[config.mk]
export PLATFORM = sky130hd
export DESIGN_NAME = fgm_ctrl
export DESIGN_NICKNAME = d
export VERILOG_FILES = /design/src/design/assert_macros.svh /design/src/design/fgm_pkg.sv /design/src/design/fgm_ctrl.sv
export SDC_FILE = /design/constraint.sdc
export NUM_CORES = 1
export LEC_CHECK = 0
export BUFFER_PORTS_ARGS = -buffer_cell sky130_fd_sc_hd__buf_2
export CAP_MARGIN = 20
export CELL_PAD_IN_SITES_DETAIL_PLACEMENT = 1
export CELL_PAD_IN_SITES_GLOBAL_PLACEMENT = 1
export CORE_AREA = 2 2 39 41
export CTS_CLUSTER_SIZE = 40
export DETAILED_ROUTE_END_ITERATION = 8
export DIE_AREA = 0 0 41 43
export PLACE_DENSITY = 0.64
export SLEW_MARGIN = 25
export SYNTH_ARGS = -nofsm -noshare
export SYNTH_HDL_FRONTEND = slang
export SYNTH_SLANG_ARGS = --single-unit
[constraint.sdc]
create_clock -name clk -period 1.61 [get_ports clk]
set_input_delay 0 -clock clk [delete_from_list [all_inputs] [get_ports clk]]
set_output_delay 0 -clock clk [all_outputs]
set_load 0.05 [all_outputs]
[src/design/assert_macros.svh]
// assertion macros shared by the scatter-add design
`ifndef ASSERT_MACROS_SVH
`define ASSERT_MACROS_SVH

// property checked every clock outside reset
`define ASSERT_RST(label, clk, rst_n, prop, msg) \
  label: assert property (@(posedge clk) disable iff (!rst_n) (prop)) else $error(msg);

// antecedent this cycle, consequent on the next clock
`define ASSERT_NEXT(label, clk, rst_n, ante, cons, msg) \
  label: assert property (@(posedge clk) disable iff (!rst_n) (ante) |=> (cons)) else $error(msg);

`endif

[src/design/fgm_pkg.sv]
// types, codes and field widths of the global matrix scatter-add
`timescale 1ns / 1ps
`default_nettype none
package fgm_pkg;

  localparam int MODE_W    = 2;
  localparam int NODE_W    = 6;
  localparam int COMP_W    = 2;
  localparam int ENTRY_W   = 32;
  localparam int DOF_W     = 7;
  localparam int DIMS_W    = 2;
  localparam int CFG_IDX_W = 1;
  localparam int CFG_DAT_W = 7;
  // global row or column index, node * dims + comp
  localparam int ROW_W     = 8;

  localparam logic [DOF_W-1:0]  DOF_RESET  = 7'd64;
  localparam logic [DIMS_W-1:0] DIMS_RESET = 2'd3;

  localparam logic [CFG_IDX_W-1:0] CFG_DOF_COUNT     = 1'b0;
  localparam logic [CFG_IDX_W-1:0] CFG_DIMS_PER_NODE = 1'b1;

  typedef enum logic [MODE_W-1:0] {
    MODE_ACC   = 2'd0,
    MODE_READ  = 2'd1,
    MODE_CLEAR = 2'd2,
    MODE_NOP   = 2'd3
  } mode_t;

  typedef enum logic [2:0] {
    ST_INIT,
    ST_IDLE,
    ST_CALC,
    ST_ADDR,
    ST_READ,
    ST_CLEAR,
    ST_DONE
  } state_t;

  typedef struct packed {
    logic load;
    logic calc;
    logic addr;
    logic read;
    logic sweep_start;
    logic sweep_step;
    logic finish;
  } cmd_t;

  typedef struct packed {
    logic is_clear;
    logic sweep_last_all;
    logic sweep_last_half;
    logic out_free;
  } sts_t;

endpackage
`default_nettype wire

[src/design/fgm_ctrl.sv]
// sequencer for address calc, read-modify-write and matrix clearing
`timescale 1ns / 1ps
`default_nettype none
module fgm_ctrl (
  input  wire logic          clk,
  input  wire logic          rst_n,
  input  wire logic          in_valid,
  output logic               in_ready,
  input  wire fgm_pkg::sts_t sts,
  output fgm_pkg::cmd_t      cmd
);
  import fgm_pkg::*;

  state_t state_r, state_nxt;

  always_ff @(posedge clk) begin
    if (!rst_n) begin
      state_r <= ST_INIT;
    end else begin
      state_r <= state_nxt;
    end
  end

  always_comb begin
    state_nxt = state_r;
    cmd       = '0;
    in_ready  = 1'b0;
    unique case (state_r)
      ST_INIT: begin
        // zero both matrices after reset
        cmd.sweep_step = 1'b1;
        if (sts.sweep_last_all) begin
          state_nxt = ST_IDLE;
        end
      end
      ST_IDLE: begin
        in_ready = 1'b1;
        if (in_valid) begin
          cmd.load  = 1'b1;
          state_nxt = ST_CALC;
        end
      end
      ST_CALC: begin
        cmd.calc = 1'b1;
        if (sts.is_clear) begin
          cmd.sweep_start = 1'b1;
          state_nxt       = ST_CLEAR;
        end else begin
          state_nxt = ST_ADDR;
        end
      end
      ST_ADDR: begin
        cmd.addr  = 1'b1;
        state_nxt = ST_READ;
      end
      ST_READ: begin
        cmd.read  = 1'b1;
        state_nxt = ST_DONE;
      end
      ST_CLEAR: begin
        cmd.sweep_step = 1'b1;
        if (sts.sweep_last_half) begin
          state_nxt = ST_DONE;
        end
      end
      ST_DONE: begin
        if (sts.out_free) begin
          cmd.finish = 1'b1;
          state_nxt  = ST_IDLE;
        end
      end
      default: begin
        state_nxt = ST_INIT;
      end
    endcase
  end

endmodule
`default_nettype wire

; Word-level counts from Yosys, hierarchy flattened
; Index checks and enable logic that the tools add are counted.
[word_totals]
reg_bits = 3
input_bits = 7
out_inout_bits = 8
word_cells = 31
[classes]
eq_ne = 10
n_mux = 17
reduce_logical = 3
[op_table]
columns = cell, n
row1 = $pmux W3 S7, 1
row2 = $mux W3, 5
row3 = $mux W1, 11
row4 = $eq A3 B3 Y1 const B, 3
row5 = $ne A2 B2 Y1 const B, 4
row6 = $eq A3 B2 Y1 const B, 2
row7 = $reduce_and A4 Y1, 1
row8 = $eq A3 B1 Y1 const B, 1
row9 = $logic_not A3 Y1, 1
row10 = $reduce_or A2 Y1, 1

; Logic depth before layout (Yosys ltp)
[logic_depth]
word_depth = 3
mapped_depth = 4
mapped_depth_nobuf = 3

; Least setup slack after synthesis
; Ideal clock, no wire load.
[synth_path]
path_kind = register to output
start = reg state_r[2]
end = out cmd[2] (netlist bit)
arrival_time_ns = 1.769
required_time_ns = 1.610
path_slack_ns = -0.159
stages_incl_launch_ff = 5
n_path_buf = 1
path_cell_list = dfxtp_1 -> buf_6 -> nand2b_1 -> nor2_1 -> and2_1
[synth_rtl]
columns = item, line_no
row1 = "start, declared", fgm_ctrl.sv:14  ; state_t state_r, state_nxt;
row2 = "start signal, assigned", fgm_ctrl.sv:20  ; state_r <= state_nxt;
row3 = "end, declared", fgm_ctrl.sv:10  ; output fgm_pkg::cmd_t cmd

==> results.yml <==
timing:
  final_hold_viol_count: 0
  fin_crit_ns: 1.37
  holdWs_ns: 0.00436
  finalSetupTns_ns: 0
  fin_crit_sh_pct: 85.4
  fin_ws_ns: 0.235
  setup_viol: 0
  rsz0062_at_grt: "no"
  slew_headroom_pct: 79.3
  maxSlewViolCount: 0
  fin_skew_ns: 0.00706
  worstMarginPinSlew_ns: 0.310
  fmax_mhz: 727
finish:
  fillerInstances: 176
  final_util_pct: 24.7
  fin_cells: 64
  largest_register_ffs: 3
  largest_registers: "state_r: 3 flops"
  drive_above_1_share_pct: 39.6
  num_antenna_cells: 0
  regMostFlops: "state_r"
  finalNetCount: 56
  syn2layout_area_growth_pct: 40.0
synthesis:
  yosysUniqueCellTypes: 21
  yosysWarnings: 0
  ys_seq_area_share_pct: 24.6
  synth_area_um2: 244
  syn_nets: 40
  avgSynthCellArea_um2: 7.39
  synth-seq-cells: 3
  synthCells: 33
drt:
  drt_iter0_drc: 4
  drc: 0
  vias: 267
  firstDrtPassIters: 4
  routedWlPerCell_um: 10.0
  ant_nets: 0
  viasPerCell: 4.17
  routed_wl_um: 643
clock_network:
  clockRootBuffer: "clkbuf_4"
  clkTransAtPathRegs_ns: 0.04
  hold_buffers: 0
  numCtsBuffers: 3
  cts_sinks: 3
  cts.path.max_buffers: 2
  cts_tree: "yes"
  cts_resized: 0
  htree_levels: 1
  postCtsSetupBuffers: 0
  clock_latency_ns: 0.24
grt:
  grt_max_degree: 10
  grt_first_pass_wirelength_um: 1040
  grt_antenna_before_repair: 0
  grt_pass1_vias: 239
  overflow: 0
  grt_usage_pct: 9.54
power_and_ir_drop:
  vdd_drop_max_mv: 0.253
  seqPwrFrac_pct: 26.3
  power.switching_mw: 0.170
  pwr-share-comb_pct: 38.1
  swShare_pct: 43.3
  powerDensity_mw_per_mm2: 1150
  p_leak_nw: 0.180
  intPower_mw: 0.223
  clkPwrFrac_pct: 35.6
setup_path:
  critPathBufInv: 2
  crit_path_cell_trace: "nand2b_1 > inv_1 > and3_1 > buf_2"
  slowest_delay_ns: 0.49
  path_class: "reg2out"
  crit_path_end_kind: "output port"
  crit_path_max_fanout: 9
  start_kind: "flip-flop"
  crit_family: "flip-flops"
  worstPathRequired_ns: 1.61
  cp.arrival_ns: 1.37
  slowest_stage: "dfxtp_1"
floorplanning:
  dieArea_mm2: 0.00176
  pin_count: 15
  coreArea_mm2: 0.00138
  die_x_um: 41
  row_count: 14
  die_h_um: 43
  start_util_pct: 17.6
job:
  cap_violations: 0
place:
  dp_cells: 60
  post-dp-hpwl_um: 485
  dpl_worst_slack_ns: 0.419
  gp_congestion: 0.678
  io_buffer_count: 14
hold_path:
  hp-class: "in2reg"
outcome:
  status: "finished, final reports clean"
-- cells in the final DEF (no fill, tap or decap), drive strengths merged, types with 2 or more instances in the layout --
cell type  count
buf           14
and3           2
a21oi          2
inv            2
dfxtp          3
nand2b         2
nand2          2
clkbuf         4
nor2           6
-- cells in the mapped netlist, drive strengths merged --
library cell / instances / area share, %
nor2: 6 / 9.2
clkbuf: 1 / 2.0
xor2: 1 / 3.6
a21oi: 2 / 4.1
inv: 2 / 3.1
nand2b: 2 / 5.1
nor2b: 1 / 2.6
dfxtp: 3 / 25
o21bai: 1 / 3.1
o21ai: 1 / 2.0
and2: 1 / 2.6
o2bb2ai: 1 / 3.6
or2b: 1 / 3.1
nand2: 2 / 3.1
o211ai: 1 / 3.1
mux2: 1 / 6.2
o21a: 1 / 3.1
buf: 2 / 6.7
a32o: 1 / 4.1
and3: 2 / 5.1
-- metal layers --
layer / vias up / global-route usage, % / part of all wire (%)
met3: 0 / 4.71 / 8.6
li1: 139 / - / -
met5: - / 0 / 0
met4: 0 / 10.0 / 0
met1: 118 / 11.9 / 45
met2: 10 / 10.6 / 46
-- cells by family after synthesis --
logic type,count (synthesis),share of synthesized area (%)
AOI/OAI and AO/OA,8,23.1
DFF,3,24.6
buffers and inverters,5,11.8
muxes,1,6.15
xor gates and xnor gates,1,3.59
and+or+nand+nor,15,30.8
-- cell type report --
| type | count | area (µm²) | share of cell area (%) |
|---|---|---|---|
| multi-input cells | 25 | 158 | 46.2 |
| repair buffers | 14 | 70.1 | 20.5 |
| flip-flops and latches | 3 | 60.1 | 17.6 |
| clock buffers | 4 | 26.3 | 7.69 |
| well taps | 16 | 20.0 | 5.86 |
| inverters | 2 | 7.51 | 2.20 |
-- final timing paths --
check | startpoint | end | slack, ns | depth (start not counted)
setup / recovery | state_r[0] | cmd[6] | 0.24 | 4
hold / removal | rst_n | state_r[0] | 0.004 | 2
setup reg to reg | state_r[2] | state_r[1] | 0.41 | 2
hold reg to reg | state_r[1] | state_r[2] | 0.60 | 2
-- worst register-to-register path, stage by stage (launching register included) --
cell	delay, ns
dfxtp_1	0.49
mux2_4	0.34
a32o_1	0.26
-- stage by stage --
step / cell area, µm² / power, mW
CTS: 342 / 0.402
global placement: 315 / 0.256
floorplan: 246 / 0.227
finish: 342 / 0.393
detailed placement: 315 / 0.257
global route: 342 / 0.423
-- power groups by stage --
stage / logic, mW / registers [mW] / clock network [mW]
4_1_cts: 0.152 / 0.104 / 0.147
2_1_floorplan: 0.141 / 0.0860 / 0
3_3_place_gp: 0.151 / 0.104 / 0
5_1_grt: 0.162 / 0.106 / 0.155
6_report: 0.150 / 0.103 / 0.140
3_5_place_dp: 0.151 / 0.105 / 0
Power figures use the tool's default switching activity.
